[src/rtl/stepper_position_step_timer_defines.svh]
// Assertion macros for the stepper position step timer RTL, used by stpt_core.
`ifndef STEPPER_POSITION_STEP_TIMER_DEFINES_SVH
`define STEPPER_POSITION_STEP_TIMER_DEFINES_SVH

`ifndef SYNTH
// Condition that must hold at every clock edge outside reset.
`define STPT_ASSERT(name, cond, msg) \
  name: assert property (@(posedge clk) disable iff (rst) (cond)) else $error(msg);
// Consequence that must hold in the cycle after the trigger.
`define STPT_ASSERT_NEXT(name, trig, cons, msg) \
  name: assert property (@(posedge clk) disable iff (rst) (trig) |=> (cons)) \
    else $error(msg);
`else
`define STPT_ASSERT(name, cond, msg)
`define STPT_ASSERT_NEXT(name, trig, cons, msg)
`endif

`endif

[src/rtl/stpt_pkg.sv]
// Types and constants shared by the stepper position step timer modules.
package stpt_pkg;

  localparam int POSITION_BITS_DEF = 32;
  localparam int ACCUM_BITS        = 18;
  localparam int DELAY_BITS        = 16;
  localparam int PHASE_COUNT       = 4;
  localparam int PHASE_BITS        = $clog2(PHASE_COUNT);
  localparam int OUT_POS_BITS      = 32;
  localparam int TARGET_BITS       = 32;

  localparam logic [DELAY_BITS-1:0]  STEP_DELAY_RESET = 16'd2000;
  localparam logic [PHASE_COUNT-1:0] COIL_RESET       = 4'b0001;

  typedef enum logic [1:0] {
    REQ_TICK   = 2'd0,
    REQ_TARGET = 2'd1,
    REQ_ZERO   = 2'd2
  } req_type_t;

  typedef struct packed {
    req_type_t              req_type;
    logic [DELAY_BITS-1:0]  elapsed_us;
    logic [TARGET_BITS-1:0] new_target;
  } item_t;

  typedef struct packed {
    logic [PHASE_COUNT-1:0]  coil_drive;
    logic [OUT_POS_BITS-1:0] step_position;
    logic                    at_target;
  } result_t;

endpackage

[src/rtl/stpt_core.sv]
// Step timer state and per-word update: accumulator, position, target and coils.
`include "stepper_position_step_timer_defines.svh"

module stpt_core #(
  parameter int POSITION_BITS = stpt_pkg::POSITION_BITS_DEF
) (
  input  logic                             clk,
  input  logic                             rst,
  input  logic                             cfg_we,
  input  logic [stpt_pkg::DELAY_BITS-1:0]  cfg_wdata,
  input  logic                             fire,
  input  stpt_pkg::item_t                  item,
  output stpt_pkg::result_t                result
);
  import stpt_pkg::*;

  logic [DELAY_BITS-1:0]           step_delay;
  logic [ACCUM_BITS-1:0]           accum, accum_next;
  logic signed [POSITION_BITS-1:0] pos, pos_next;
  logic signed [POSITION_BITS-1:0] target, target_next;
  logic [PHASE_COUNT-1:0]          coil, coil_next;

  logic [ACCUM_BITS-1:0]           sum, delay_ext, rem;
  logic signed [POSITION_BITS-1:0] pos_up, pos_dn;
  logic [PHASE_COUNT-1:0]          old_bit, up_bit, dn_bit;

  always_ff @(posedge clk) begin
    if (rst) begin
      step_delay <= STEP_DELAY_RESET;
      accum      <= '0;
      pos        <= '0;
      target     <= '0;
      coil       <= COIL_RESET;
    end else begin
      if (cfg_we) begin
        step_delay <= cfg_wdata;
      end
      if (fire) begin
        accum  <= accum_next;
        pos    <= pos_next;
        target <= target_next;
        coil   <= coil_next;
      end
    end
  end

  always_comb begin
    accum_next  = accum;
    pos_next    = pos;
    target_next = target;
    coil_next   = coil;
    sum         = accum + ACCUM_BITS'(item.elapsed_us);
    delay_ext   = ACCUM_BITS'(step_delay);
    rem         = sum - delay_ext;
    pos_up      = pos + POSITION_BITS'(1);
    pos_dn      = pos - POSITION_BITS'(1);
    old_bit     = PHASE_COUNT'(1) << pos[PHASE_BITS-1:0];
    up_bit      = PHASE_COUNT'(1) << pos_up[PHASE_BITS-1:0];
    dn_bit      = PHASE_COUNT'(1) << pos_dn[PHASE_BITS-1:0];
    unique case (item.req_type)
      REQ_TICK: begin
        if (sum < delay_ext) begin
          accum_next = sum;
        end else begin
          // A remainder beyond a quarter delay is dropped to limit catch-up.
          accum_next = (rem > (delay_ext >> 2)) ? '0 : rem;
          if (pos < target) begin
            pos_next  = pos_up;
            coil_next = (coil & ~old_bit) | up_bit;
          end else if (pos > target) begin
            pos_next  = pos_dn;
            coil_next = (coil & ~old_bit) | dn_bit;
          end else begin
            coil_next = coil & ~old_bit;
          end
        end
      end
      REQ_TARGET: begin
        target_next = item.new_target[POSITION_BITS-1:0];
      end
      REQ_ZERO: begin
        pos_next    = '0;
        target_next = '0;
      end
      default: begin
      end
    endcase
  end

  assign result.coil_drive    = coil_next;
  assign result.step_position = OUT_POS_BITS'(pos_next);
  assign result.at_target     = (pos_next == target_next);

  `STPT_ASSERT(a_accum_range, accum[ACCUM_BITS-1:DELAY_BITS] == '0, "accumulator exceeds 16 bits")
  `STPT_ASSERT_NEXT(a_zero_clears, fire && item.req_type == REQ_ZERO, pos == '0 && target == '0, "zero request did not clear position and target")
  `STPT_ASSERT_NEXT(a_no_time_off_tick, fire && item.req_type != REQ_TICK, $stable(accum), "accumulator moved on a non-tick word")
  `STPT_ASSERT_NEXT(a_single_step, fire && item.req_type == REQ_TICK, pos == $past(pos) || pos == $past(pos_up) || pos == $past(pos_dn), "position moved more than one step")
  `STPT_ASSERT_NEXT(a_idle_hold, !fire && !cfg_we, $stable(pos) && $stable(target) && $stable(coil), "state changed without a word")

endmodule

[src/rtl/stepper_position_step_timer.sv]
// Each accepted word passes the input register, then the result register.
// Throughput: one word per cycle unless the consumer stalls; the input and result
// registers let a new word enter while a finished result waits for the consumer.
// Position, target, accumulator and coil state update in the single compute stage.
// Reset (rst, synchronous, active high) clears both valid stages, zeroes position,
// target and accumulator, turns on the phase zero coil and sets step_delay to 2000.
module stepper_position_step_timer #(
  parameter int POSITION_BITS = stpt_pkg::POSITION_BITS_DEF
) (
  input  logic        clk,
  input  logic        rst,
  input  logic        cfg_we,
  input  logic [15:0] cfg_wdata,      // step_delay
  input  logic        s_axis_tvalid,
  output logic        s_axis_tready,
  input  logic [47:0] s_axis_tdata,   // elapsed_us[15:0], new_target[47:16]
  input  logic [1:0]  s_axis_tuser,   // req_type[1:0]
  output logic        m_axis_tvalid,
  input  logic        m_axis_tready,
  output logic [39:0] m_axis_tdata    // coil_drive[3:0], step_position[35:4],
                                      // at_target[36], zero[39:37]
);
  import stpt_pkg::*;

  logic    in_valid;
  item_t   in_item;
  logic    out_valid;
  result_t out_res;
  result_t core_res;
  logic    advance;
  logic    fire;

  assign advance       = !out_valid || m_axis_tready;
  assign s_axis_tready = !in_valid || advance;
  assign fire          = in_valid && advance;

  always_ff @(posedge clk) begin
    if (rst) begin
      in_valid  <= 1'b0;
      out_valid <= 1'b0;
    end else begin
      if (s_axis_tready) begin
        in_valid <= s_axis_tvalid;
      end
      if (advance) begin
        out_valid <= in_valid;
      end
    end
  end

  always_ff @(posedge clk) begin
    if (s_axis_tready && s_axis_tvalid) begin
      in_item.req_type   <= req_type_t'(s_axis_tuser);
      in_item.elapsed_us <= s_axis_tdata[15:0];
      in_item.new_target <= s_axis_tdata[47:16];
    end
    if (fire) begin
      out_res <= core_res;
    end
  end

  stpt_core #(
    .POSITION_BITS(POSITION_BITS)
  ) u_core (
    .clk       (clk),
    .rst       (rst),
    .cfg_we    (cfg_we),
    .cfg_wdata (cfg_wdata),
    .fire      (fire),
    .item      (in_item),
    .result    (core_res)
  );

  assign m_axis_tvalid = out_valid;
  assign m_axis_tdata  = {3'b000, out_res.at_target, out_res.step_position, out_res.coil_drive};

endmodule

[config.mk]
export PLATFORM = sky130hd
export DESIGN_NAME = stepper_position_step_timer
export DESIGN_NICKNAME = d
export VERILOG_FILES = /design/src/rtl/stpt_pkg.sv /design/src/rtl/stpt_core.sv /design/src/rtl/stepper_position_step_timer.sv
export VERILOG_INCLUDE_DIRS = /design/src /design/src/rtl
export SDC_FILE = /design/constraint.sdc
export NUM_CORES = 1
export LEC_CHECK = 0
export ABC_AREA = 1
export BUFFER_PORTS_ARGS = -buffer_cell sky130_fd_sc_hd__buf_2
export CORE_ASPECT_RATIO = 1.5
export CORE_MARGIN = 4
export CORE_UTILIZATION = 25
export CTS_CLUSTER_DIAMETER = 40
export DETAILED_ROUTE_END_ITERATION = 8
export MAX_ROUTING_LAYER = met4
export PLACE_DENSITY = 0.48
export SLEW_MARGIN = 20
export SYNTH_ARGS = -nofsm -noshare
export SYNTH_HDL_FRONTEND = slang
export SYNTH_HIERARCHICAL = 1
export SYNTH_SLANG_ARGS = --single-unit
export TNS_END_PERCENT = 100
[constraint.sdc]
create_clock -name clk -period 14.4 [get_ports clk]
set_clock_uncertainty 0.2 [all_clocks]
set_input_delay 1.44 -clock clk [delete_from_list [all_inputs] [get_ports clk]]
set_output_delay 1.44 -clock clk [all_outputs]
set_load 0.02 [all_outputs]
# Word level (Yosys, flattened, before mapping)
# Cells that the tools add are included.
[word_totals]
register_bits = 191
latch_bits = 0
ramBits = 0
mem_bits_ro = 0
in_bits = 71
out_inout_bits = 42
wordCells = 50
mem_count = 0
[classes]
addsub = 4
multipliers = 0
div_mod_pow = 0
n_lt_le_gt_ge = 4
n_eq_ne = 3
shifts = 3
n_mux = 11
n_bitwise = 4
n_reduce_logical = 8
[ops]
columns = ["operator", "count"]
rows = [
  ["$pmux 32 s2", 2],
  ["$mux 32", 3],
  ["$mux 18", 2],
  ["$add 32x2->32 const B", 1],
  ["$eq 32x32->1", 1],
  ["$gt 32x32->1", 1],
  ["$lt 32x32->1", 1],
  ["$sub 32x2->32 const B", 1],
  ["$add 18x16->18", 1],
  ["$gt 18x14->1", 1],
  ["$lt 18x16->1", 1],
  ["$sub 18x16->18", 1],
  ["$mux 4", 4],
  ["$shl 1x2->4 const A", 3],
  ["$or 4x4->4", 2],
  ["$and 4x4->4", 1],
  ["$not 4->4", 1],
  ["$eq 2x1->1 const B", 1],
  ["$eq 2x2->1 const B", 1],
  ["$logic_and 1x1->1", 2],
  ["$logic_not 1->1", 2],
  ["$logic_not 2->1", 1],
  ["$logic_or 1x1->1", 2],
  ["$reduce_and 2->1", 1],
]

# Depth between registers and ports, before layout
# Gate-level depths: netlist (run 1).
[depth]
ltp_word = 8
depth_mapped = 34
depth_no_buf = 34

# Cells and area by module
# The synthesis (run 1) kept the hierarchy.
[modules_own_cells]
columns = ["mod", "n_inst", "cells_each", "area_per_inst_um2", "seq_area_each_um2"]
rows = [
  ["stpt_core", 1, 1633, 9978.3, 2042.0],
  ["stepper_position_step_timer", 1, 103, 2730.1, 2652.5],
]

# Worst setup path before layout (run 1)
# OpenSTA, ideal clock, no wires.
[synth_timing]
kind = "in2reg"
startpoint = "in m_axis_tready"
endpoint = "reg u_core.target[2]"
setup_ns = 0.057
t_arrival_ns = 4.707
t_required_ns = 14.143
slack_ns = 9.435
stages = 7
n_path_buf = 1
path_cell_list = "inv_1 -> a21oi_1 -> clkinv_1 -> clkbuf_1 -> a21oi_1 -> o21ai_0 -> inv_1"
[synth_between]
elab_chain_cells = 2
[synth_rtl]
columns = ["item", "line_no", "rtl"]
rows = [
  ["start: declaration", "stepper_position_step_timer.sv:19", "input logic m_axis_tready,"],
  ["$logic_or 1x1->1", "stepper_position_step_timer.sv:33", "assign advance = !out_valid || m_axis_tready;"],
  ["$logic_and 1x1->1", "stepper_position_step_timer.sv:35", "assign fire = in_valid && advance;"],
  ["named net fire", "stepper_position_step_timer.sv:31", "logic fire;"],
  ["end signal: assignment", "stpt_core.sv:41", "target <= target_next;"],
  ["end: declaration", "stpt_core.sv:20", "logic signed [POSITION_BITS-1:0] target, target_next;"],
]
# The timed path passes the listed nets, and every way through them passes these cells.
# A chain may end at the register's enable or synchronous reset.

# Final worst setup path (run 1)
[layout_timing]
startpoint = "reg in_item[32] (netlist bit)"
endpoint = "reg u_core.accum[2]"
[layout_between]
elab_chain_cells = 5
word_cells_on_any_way = 6
classes_between = "add/sub (2); order compare (2); mux (2)"
[layout_rtl]
columns = ["item", "line_no", "rtl"]
rows = [
  ["start: declaration", "stepper_position_step_timer.sv:26", "item_t in_item;"],
  ["$add 18x16->18 *", "stpt_core.sv:52", "sum = accum + ACCUM_BITS'(item.elapsed_us);"],
  ["$sub 18x16->18", "stpt_core.sv:54", "rem = sum - delay_ext;"],
  ["$gt 18x14->1", "stpt_core.sv:66", "accum_next = (rem > (delay_ext >> 2)) ? '0 : rem;"],
  ["$mux 18", "stpt_core.sv:66", ""],
  ["$mux 18 *", "stpt_core.sv:62", "if (sum < delay_ext) begin"],
  ["end signal: assignment", "stpt_core.sv:39", "accum <= accum_next;"],
  ["end: declaration", "stpt_core.sv:18", "logic [ACCUM_BITS-1:0] accum, accum_next;"],
]
# Every way passes the cells marked *; elsewhere a longest branch is shown, timed or not.

==> results of run 1 <==
[flip-flops by register name, summed over array words and instances (netlist names)]
| signal | cells |
|---|---|
| u_core/step_delay | 16 |
| in_item | 50 |
| m_axis_tdata | 37 |
| u_core/accum | 18 |
| u_core/coil | 4 |
| u_core/target | 32 |
| u_core/pos | 32 |
| in_valid | 1 |
| m_axis_tvalid | 1 |
[power by group through the flow]
stage          logic (mW)  registers, mW  clock network (mW)
2_1_floorplan       0.383          0.643                   0
3_3_place_gp        0.523          0.643                   0
3_5_place_dp        0.527          0.643                   0
4_1_cts             0.530          0.631               0.483
5_1_grt             0.593          0.635               0.502
6_report            0.523          0.630               0.462
[logic make-up (layout without fill, tap and decap cells)]
logic type | after synthesis | in the layout | share of synthesized area
DFF | 191 | 191 | 0.369
buffers and inverters | 386 | 465 | 0.121
adders and majority gates | 87 | 87 | 0.0868
and+or+nand+nor | 706 | 706 | 0.260
other | 1 | 3 | 0.000295
xor gates and xnor gates | 30 | 30 | 0.0213
AOI/OAI and AO/OA | 335 | 335 | 0.141
[metal layers]
metal	up-vias	GRT usage
met5	-	-
met4	0	0.0557
met3	55	0.0236
met2	181	0.275
met1	5250	0.153
li1	5858	-
[layout by cell type, fill, tap and decap left out, drive strengths merged]
master	count
or2	2
o21ai	127
clkinv	7
nand3b	3
xnor2	14
nor4	5
nand4	64
o22ai	32
xor2	16
nor2	114
dfxtp	104
clkbuf	19
o21a	2
inv	318
buf	118
o2111ai	1
o32ai	1
o21bai	5
nor3	22
nand3	136
a21o	5
edfxtp	87
a211oi	1
a21oi	149
fa	2
clkinvlp	3
conb	3
a31oi	5
a41oi	1
o211ai	3
ha	85
o31ai	3
nand2	360
[area by class of cell]
class	instances	area (um2)
well taps	663	830
inverters	316	1190
flip-flops and latches	191	4690
multi-input cells	1161	6500
fillers	5483	35600
clock inverters	12	85.1
repair buffers	118	613
clock buffers	19	464
[stage by stage]
stage | total power [mW] | hold WS, ns | instances | cell area [um2] | utilization
final | 1.62 | 0.283 | 2480 | 14400 | 0.288
after global routing | 1.73 | 0.327 | 2480 | 14400 | 0.288
after CTS | 1.64 | 0.282 | 2480 | 14400 | 0.288
after detailed placement | 1.17 | 0.267 | 2449 | 13800 | 0.277
after global placement | 1.17 | 0.271 | 2449 | 13800 | 0.277
after floorplan | 1.03 | 0.248 | 1738 | 12700 | -
[worst min-delay path, delay by kind of cell (launching register included)]
kind | cells | cell delay [ns]
flip-flops | 1 | 0.32
AND/OR/NAND/NOR | 1 | 0.06
AO/OA/AOI/OAI | 1 | 0.06
[how the worst min path moves through the flow]
stage	endpoint	cells past startpoint
3_3_place_gp	u_core/accum[15]	2
4_1_cts	u_core/accum[15]	2
5_1_grt	u_core/accum[15]	2
3_5_place_dp	u_core/accum[15]	2
6_report	u_core/accum[15]	2
2_1_floorplan	u_core/accum[15]	2
==> results.yml, run 1 <==
synthesis:
  synth_cell_types: 49
  synth_area_um2: 12700
  synthMostInstantiatedCell: "nand2_1"
  ys_warn_count: 6
  synthTopCellsByCount: "nand2_1, inv_1, a21oi_1, o21ai_0, nor2_1"
  yosys_most_used_dff: "dfxtp_1"
  ys_seq_area_frac: 0.369
  synth_top_area_frac: 0.206
  synthTopCellsByArea: "edfxtp_1, dfxtp_1, nand2_1, inv_1, ha_1"
  syn_inst: 1736
  avgSynthCellArea_um2: 7.32
  synthArstFlopShare: 0
  synth-edff-count: 87
  ys_ff_latch: 191
  synth.largest_area_cell: "edfxtp_1"
clocking:
  cts_max_level: 4
  ctsHoldBuffers: 0
  clockBufferDepth: 2
  cts.sinks: 191
  cts_resized: 0
  cts_buffers: 17
  insertion_delay_ns: 0.47
  path_clk_slew_ns: 0.08
  clockRootBuffer: "clkbuf_16"
  cts_tree: "built"
  post-cts-setup-buffer-count: 0
layout:
  drive_above_1_share: 0.119
  diodes: 0
  final_nets: 1963
  syn2layout_area_growth_pct: 13.1
timing:
  finalSetupTns_ns: 0
  maxSlewHeadroom: 0.262
  max_freq_mhz: 167
  rsz0062_at_grt: "no"
  finalWorstSetupSlack_ns: 8.43
  worst_slew_pin_slew_ns: 1.10
  fin_crit_sh: 0.415
  setup_viol: 0
  slew_violations: 0
  fin_crit_ns: 5.97
  hold_viol_final: 0
routing:
  dr.max_layer_used: "met4"
  vias: 11344
  wl_met1_um: 15300
  dr_wl_met3_um: 1100
  drt-vias-per-instance: 4.57
  ant_nets: 0
  route.detailed.drc: 0
  drt-initial-drc-count: 494
  dr.pass1.iters: 4
  drt-total-wl_um: 38900
  dr_wl_met2_um: 21200
  wire_per_inst_um: 15.7
critical_path:
  worst-path-stages: 22
  worstPathArrival_ns: 6.16
  crit_path_start: "in_item[32]"
  slowest_delay_ns: 0.84
  slowest_stage: "nor2_1"
  worst-r2r-cell-count: 22
  critical_path_class: "flip-flop to flip-flop"
  reg2reg_to: "u_core/accum[2]"
  endpoint: "u_core/accum[2]"
  cp.required_ns: 14.59
  worstSetupEndpointType: "flip-flop"
  setup.worst_path.start_class: "flip-flop"
  cp_top_family: "compound AO/OA/AOI/OAI gates"
  critPathBufInv: 0
  r2r_start: "in_item[32]"
  critPathMaxFanout: 14
  crit_path_cell_trace: "ha_1 -> fa_1 -> xor2_1 -> ha_1 -> nand2_1 -> o21ai_1 -> a21oi_1 -> o21bai_1 -> nand2_1 -> a21oi_1 -> a31oi_1 -> xnor2_1 -> ha_1 -> nand2_1 -> nor2_1 -> a211oi_1 -> a31oi_1 -> o32ai_1 -> nand3_1 -> nor2_1 -> nand4_1 -> a21oi_1"
  regToRegSetupSlack_ns: 8.43
floorplanning:
  io_pins: 113
  die_h_um: 284
  die_w_um: 192
  coreArea_um2: 49900
  fp-row-count: 100
  initial_utilization: 0.255
  dieArea_um2: 54600
pwr:
  p_per_area_nw_per_um2: 112
  power_frac_seq: 0.390
  leakage_nw: 6.92
  power_frac_comb: 0.324
  p_switching_mw: 0.610
  ir_drop_uv: 100
  internal_power_mw: 1.00
  pwr-share-clk: 0.286
  swShare: 0.378
placed_design:
  gp_congestion: 0.892
  port_buffers: 109
  pre_cts_ws_ns: 8.54
  dpl.hpwl_um: 29500
hold_path:
  hp-class: "flip-flop to flip-flop"
  hp-start: "u_core/accum[15]"
flow_run:
  maxCapViolations: 0
run_status:
  status: "completed"
global_route:
  grt_start_max_net_pins: 72
  grt_overflow: 0
  grt_usage: 0.147
  grt_pass1_wl_um: 61300
  antenna_found_initial: 0
  grt_pass1_vias: 11356
No activity file was read; power rests on OpenSTA's default activity.
==> run 2, diff against run 1 <==
Settings changed: ABC_AREA 1 to 0, PLACE_DENSITY 0.48 to 0.49.
Clock period 14.4 ns to 4.9 ns, I/O delays scaled along.
==> run 2 against run 1 <==
Compared with the run above: maximum frequency is 5.7% higher; the run now ends with setup timing left; die area is 0.84% higher; cell count is 2.5% higher; first-iteration DRC count is 54% higher; synthesized area is 0.87% higher; non-clock buffer count is 338 higher; hold slack worse by 0.27 ns.
==> results.yml, run 2 <==
critical_path:
  critical_path_class: "flip-flop to flip-flop"
  cp_top_family: "compound AO/OA/AOI/OAI gates"
  crit_path_cell_trace: "ha_4 -> fa_2 -> a211oi_4 -> o21ai_2 -> nor2b_4 -> a211o_1 -> a21o_1 -> a21oi_2 -> xnor2_1 -> ha_1 -> a21oi_2 -> o21ai_1 -> a21o_1 -> a211o_4 -> a22oi_4 -> buf_12 -> buf_4 -> a21oi_2 -> xnor2_1 -> nor2_2 -> xor2_1 -> or4_1 -> nor4_4"
  critPathMaxFanout: 7
  critPathBufInv: 2
  setup.worst_path.start_class: "flip-flop"
  worstPathArrival_ns: 5.75
  slowest_stage: "or4_1"
  crit_top_cell: "a21oi_2"
  cp.required_ns: 5.01
  worstSetupEndpointType: "flip-flop"
  slowest_delay_ns: 0.62
routing:
  wl_met1_um: 21300
  dr.max_layer_used: "met4"
  ant_nets: 0
  drt-vias-per-instance: 5.13
  vias: 13042
  dr_wl_met3_um: 2120
  drt-total-wl_um: 57000
  wire_per_inst_um: 22.4
  drt-initial-drc-count: 762
  dr.pass1.iters: 7
  route.detailed.drc: 0
  dr_wl_met2_um: 29600
flow_run:
  maxCapViolations: 0
synthesis:
  synth-compound-area-share: 0.209
  synthTopCellsByCount: "nor2_1, dfxtp_1, nand2_1, inv_1, edfxtp_1"
  yosys_most_used_dff: "dfxtp_1"
  avgSynthCellArea_um2: 8.74
  synthSimpleGateAreaFrac: 0.197
  ys_warn_count: 6
  synthXorXnorAreaFrac: 0.0436
  synth-edff-count: 87
  synth_top_area_frac: 0.204
  synthTopCellsByArea: "edfxtp_1, dfxtp_1, ha_1, nor2_1, mux2i_1"
  synth_area_um2: 12800
  synth.largest_area_cell: "edfxtp_1"
  synth_fa_ha_area_frac: 0.0861
  synthMostInstantiatedCell: "nor2_1"
  syn_inst: 1467
  ys_seq_area_frac: 0.366
  synthArstFlopShare: 0
  synth_top_family_by_area: "compound AO/OA/AOI/OAI gates"
  synth.area.mux_share: 0.0431
  synth_cell_types: 96
  ys_ff_latch: 191
timing:
  hold_viol_final: 0
  fin_crit_sh: 1.15
  hold_ws_ns: 0.0154
  maxSlewHeadroom: 0.201
  finalWorstSetupSlack_ns: -0.747
  fin_crit_ns: 5.65
  max_freq_mhz: 177
  finalSetupTns_ns: -7.62
  setup_viol: 35
  slew_violations: 0
  worst_slew_pin_slew_ns: 1.19
  rsz0062_at_grt: "yes"
pwr:
  p_per_area_nw_per_um2: 337
  leakage_nw: 7.55
  internal_power_mw: 3.75
  ir_drop_uv: 205
  swShare: 0.387
  power_mw: 6.11
  pwr-share-clk: 0.246
  p_switching_mw: 2.37
  power_frac_comb: 0.458
  power_frac_seq: 0.295
placed_design:
  dpl.hpwl_um: 44800
  port_buffers: 109
  gp_congestion: 0.994
  dp.cells: 2422
  pre_cts_ws_ns: -1.06
floorplanning:
  coreArea_um2: 50700
  die_w_um: 193
  fp-row-count: 101
  die_h_um: 285
  initial_utilization: 0.253
  dieArea_um2: 55000
  io_pins: 113
clocking:
  clockBufferDepth: 2
  cts_max_level: 4
  path_clk_slew_ns: 0.08
  insertion_delay_ns: 0.47
  clockRootBuffer: "clkbuf_16"
  cts_tree: "built"
  cts.sinks: 191
  cts_buffers: 17
global_route:
  grt_start_max_net_pins: 52
  grt_pass1_wl_um: 83400
  antenna_found_initial: 2
  grt_usage: 0.210
  grt_pass1_vias: 13321
  grt_overflow: 0
layout:
  final_cell_mix: "buf_4, nor2_1, buf_2, dfxtp_1, nand2_1"
  top_register: "in_item"
  drive_above_1_share: 0.319
  syn2layout_area_growth_pct: 41.5
  final_cell_count_no_fill: 2542
  final_nets: 2016
  layout_commonest_cell: "buf_4"
  largest_reg_flops: 50
hold_path:
  hp-class: "primary input to flip-flop"
run_status:
  status: "finished, violations left"
  failed_checks: "setup timing"
run 2: changes by cell type after synthesis, moves of 43 or more:
cell     previous run  this run
o21ai_0           122        68
mux2i_1             0        53
nand4_1            63        18
inv_1             311        89
a21oi_1           145        85
nand2_1           343        94
nor2_1            111       154
run 2: kinds of logic after synthesis:
| group | Yosys count |
|---|---|
| AOI/OAI and AO/OA | 385 |
| xor gates and xnor gates | 63 |
| adders and majority gates | 87 |
| buffers and inverters | 175 |
| DFF | 191 |
| muxes | 55 |
| other | 1 |
| and+or+nand+nor | 510 |
run 2: timing repair:
item | CTS | global route
gates cloned | 1 | 0
hold buffers | 43 | 0
gates resized for setup | 95 | 79
hold endpoints to repair | 43 | 0
pin swaps | 62 | 69
setup endpoints to repair | 64 | 84
setup buffers | 23 | 29
run 2: stage by stage:
step | util | instance area, um2
2_1_floorplan | - | 12900
3_5_place_dp | 0.315 | 15900
3_3_place_gp | 0.315 | 15900
5_1_grt | 0.358 | 18100
6_report | 0.358 | 18100
4_1_cts | 0.347 | 17600
run 2: worst register-to-register path, delay by kind of cell (launching register included):
kind                       cells  cell delay, ns
DFF                            1            0.44
AOI/OAI and AO/OA             11            2.01
buffers and inverters          2            0.28
and+or+nand+nor                4            1.11
xor gates and xnor gates       3            0.59
adders and majority gates      3            0.87
run 2: power by group through the flow:
stage,logic [mW],registers (mW),clock network (mW)
detailed placement,2.40,1.84,0
CTS,2.62,1.81,1.56
global route,2.98,1.81,1.62
finish,2.80,1.81,1.50
floorplan,1.20,1.86,0
global placement,2.40,1.84,0
run 2: final cells by class:
type	instances	area [um2]
Timing Repair Buffer	456	3510
Tap cell	669	837
Antenna cell	2	5.00
Fill cell	5173	32500
Multi-Input combinational cell	1103	8150
Sequential cell	191	4690
Clock inverter	15	190
Clock buffer	17	425
Inverter	89	334
run 2: metal layers:
layer	vias up	global-route usage
li1	6212	-
met1	6284	0.221
met2	408	0.373
met3	138	0.0234
met4	0	0.123
met5	-	-
run 2: final timing paths:
kind	cells after the start	end	slack [ns]	from
worst max register to register	23	m_axis_tdata[36]	-0.75	in_item[32]
worst max-delay path	23	m_axis_tdata[36]	-0.75	in_item[32]
worst min-delay path	1	in_item[30]	0.02	s_axis_tdata[46]
worst min register to register	2	u_core/target[5]	0.26	u_core/target[5]
==> run 3, diff against run 2 <==
Settings changed: PLACE_DENSITY 0.49 to 0.39.
Clock period 4.9 ns to 5.6 ns, I/O delays scaled along.
==> run 3 against run 2 <==
Compared with the run above: the run still ends with setup timing left; clock power is 16% lower; clock-buffer cell count is 4 higher; cell count is 5.0% lower; wire length is 1.6% higher; setup slack better by 0.59 ns; combinational power is 24% lower; flip-flop and latch count stayed put; maximum frequency is 1.9% lower; design area is 8.0% lower; largest cell class unchanged.
==> results.yml, run 3 (synthesis gave the netlist of run 2 again) <==
run_status:
  status: "finished, violations left"
  failed_checks: "setup timing"
timing:
  hold_viol_final: 0
  finalWorstSetupSlack_ns: -0.159
  worst_slew_pin_slew_ns: 1.18
  slew_violations: 0
  fin_crit_ns: 5.76
  setup_viol: 1
  max_freq_mhz: 174
  finalSetupTns_ns: -0.159
  rsz0062_at_grt: "yes"
  maxSlewHeadroom: 0.211
  fin_crit_sh: 1.03
critical_path:
  cp.required_ns: 5.71
  slowest_stage: "or4b_4"
  worstPathArrival_ns: 5.87
  cp_top_family: "compound AO/OA/AOI/OAI gates"
  critPathMaxFanout: 7
  setup.worst_path.start_class: "flip-flop"
  critical_path_class: "flip-flop to flip-flop"
  worstSetupEndpointType: "flip-flop"
  critPathBufInv: 5
  slowest_delay_ns: 0.56
  crit_top_cell: "buf_4"
layout:
  top_register: "in_item"
  layout_commonest_cell: "buf_4"
  diodes: 0
  final_cell_count_no_fill: 2415
  post-route-util: 0.329
  final_nets: 1891
  largest_reg_flops: 50
  drive_above_1_share: 0.261
  final_cell_mix: "buf_4, nor2_1, buf_2, dfxtp_1, nand2_1"
  syn2layout_area_growth_pct: 30.2
placed_design:
  dp.cells: 2360
  port_buffers: 109
  dpl.hpwl_um: 46100
  gp_congestion: 0.947
pwr:
  power_frac_comb: 0.429
  pwr-share-clk: 0.253
  ir_drop_uv: 225
  p_switching_mw: 1.93
  internal_power_mw: 3.05
  power_frac_seq: 0.318
  p_per_area_nw_per_um2: 298
  leakage_nw: 6.87
  swShare: 0.387
clocking:
  path_clk_slew_ns: 0.08
  cts.sinks: 191
  clockRootBuffer: "clkbuf_16"
  cts_max_level: 4
  cts_buffers: 17
  insertion_delay_ns: 0.48
  clockBufferDepth: 2
  cts_tree: "built"
floorplanning:
  die_h_um: 285
  io_pins: 113
  initial_utilization: 0.253
  die_w_um: 193
  fp-row-count: 101
  dieArea_um2: 55000
  coreArea_um2: 50700
global_route:
  grt_overflow: 0
  antenna_found_initial: 0
  use_met3: 0.0214
  grt_use_met2: 0.381
  grt_use_met1: 0.225
  grt_start_max_net_pins: 55
  grt-busiest-layer: "met2"
  grt_pass1_vias: 12741
  grt_usage: 0.213
  grt_pass1_wl_um: 83300
routing:
  drt-vias-per-instance: 5.14
  dr.pass1.iters: 5
  drt-total-wl_um: 57900
  route.detailed.drc: 0
  drt-initial-drc-count: 854
  vias: 12403
  wire_per_inst_um: 24.0
  ant_nets: 0
hold_path:
  hp-class: "primary input to flip-flop"
flow_run:
  maxCapViolations: 0
run 3: changes by cell type in the layout (fill, tap and decap cells not counted), moves of 8 or more:
cell | previous run | this run
nor2_1 | 137 | 151
o21ai_0 | 55 | 64
nor2_2 | 14 | 2
a21oi_2 | 19 | 8
buf_4 | 266 | 205
dlygate4sd3_1 | 43 | 0
a21oi_1 | 66 | 79
a221oi_2 | 14 | 6
buf_6 | 28 | 8
run 3: path summary, 6_finish.rpt:
check / start / end / slack [ns] / depth (start not counted)
hold reg to reg: u_core/target[5] / u_core/target[5] / 0.26 / 2
setup / recovery: in_item[33] / m_axis_tdata[36] / -0.16 / 26
hold / removal: s_axis_tdata[4] / in_item[36] / 0.06 / 1
setup reg to reg: in_item[33] / m_axis_tdata[36] / -0.16 / 26
run 3: power by group through the flow:
stage | Sequential (mW) | Combinational [mW] | Clock (mW)
3_5_place_dp | 1.62 | 1.96 | 0
4_1_cts | 1.58 | 2.05 | 1.31
5_1_grt | 1.59 | 2.27 | 1.36
3_3_place_gp | 1.62 | 1.98 | 0
2_1_floorplan | 1.63 | 1.04 | 0
6_report | 1.58 | 2.14 | 1.26
run 3: layer usage:
| metal | routed length [um] | part of all wire |
|---|---|---|
| met4 | 3770 | 0.065 |
| met1 | 21500 | 0.37 |
| met2 | 30500 | 0.53 |
| met3 | 2110 | 0.036 |
| met5 | 0 | 0 |
run 3: final cells by class:
class	instances	area, um2
multi-input combinational	1103	7880
timing repair buffer	331	2360
fill	5310	34000
clock buffer	21	493
inverter	89	334
clock inverter	11	90.1
tap	669	837
sequential	191	4690
run 3: what timing repair did:
item	CTS	global route
setup buffers	12	10
endpoints found under the setup margin	20	15
hold buffers	0	0
cloned	0	1
pin swaps	26	55
resized for setup	39	53
run 3: per-stage QoR:
| stage | instance area, um2 | setup slack (ns) | power (mW) | hold slack [ns] |
|---|---|---|---|---|
| finish | 16700 | -0.159 | 4.97 | 0.0558 |
| detailed placement | 15400 | -0.648 | 3.58 | 0.248 |
| global placement | 15400 | -0.580 | 3.60 | 0.243 |
| global route | 16700 | -0.366 | 5.22 | 0.0383 |
| floorplan | 12800 | 0.161 | 2.67 | 0.236 |
| CTS | 16300 | -0.137 | 4.94 | 0.0228 |
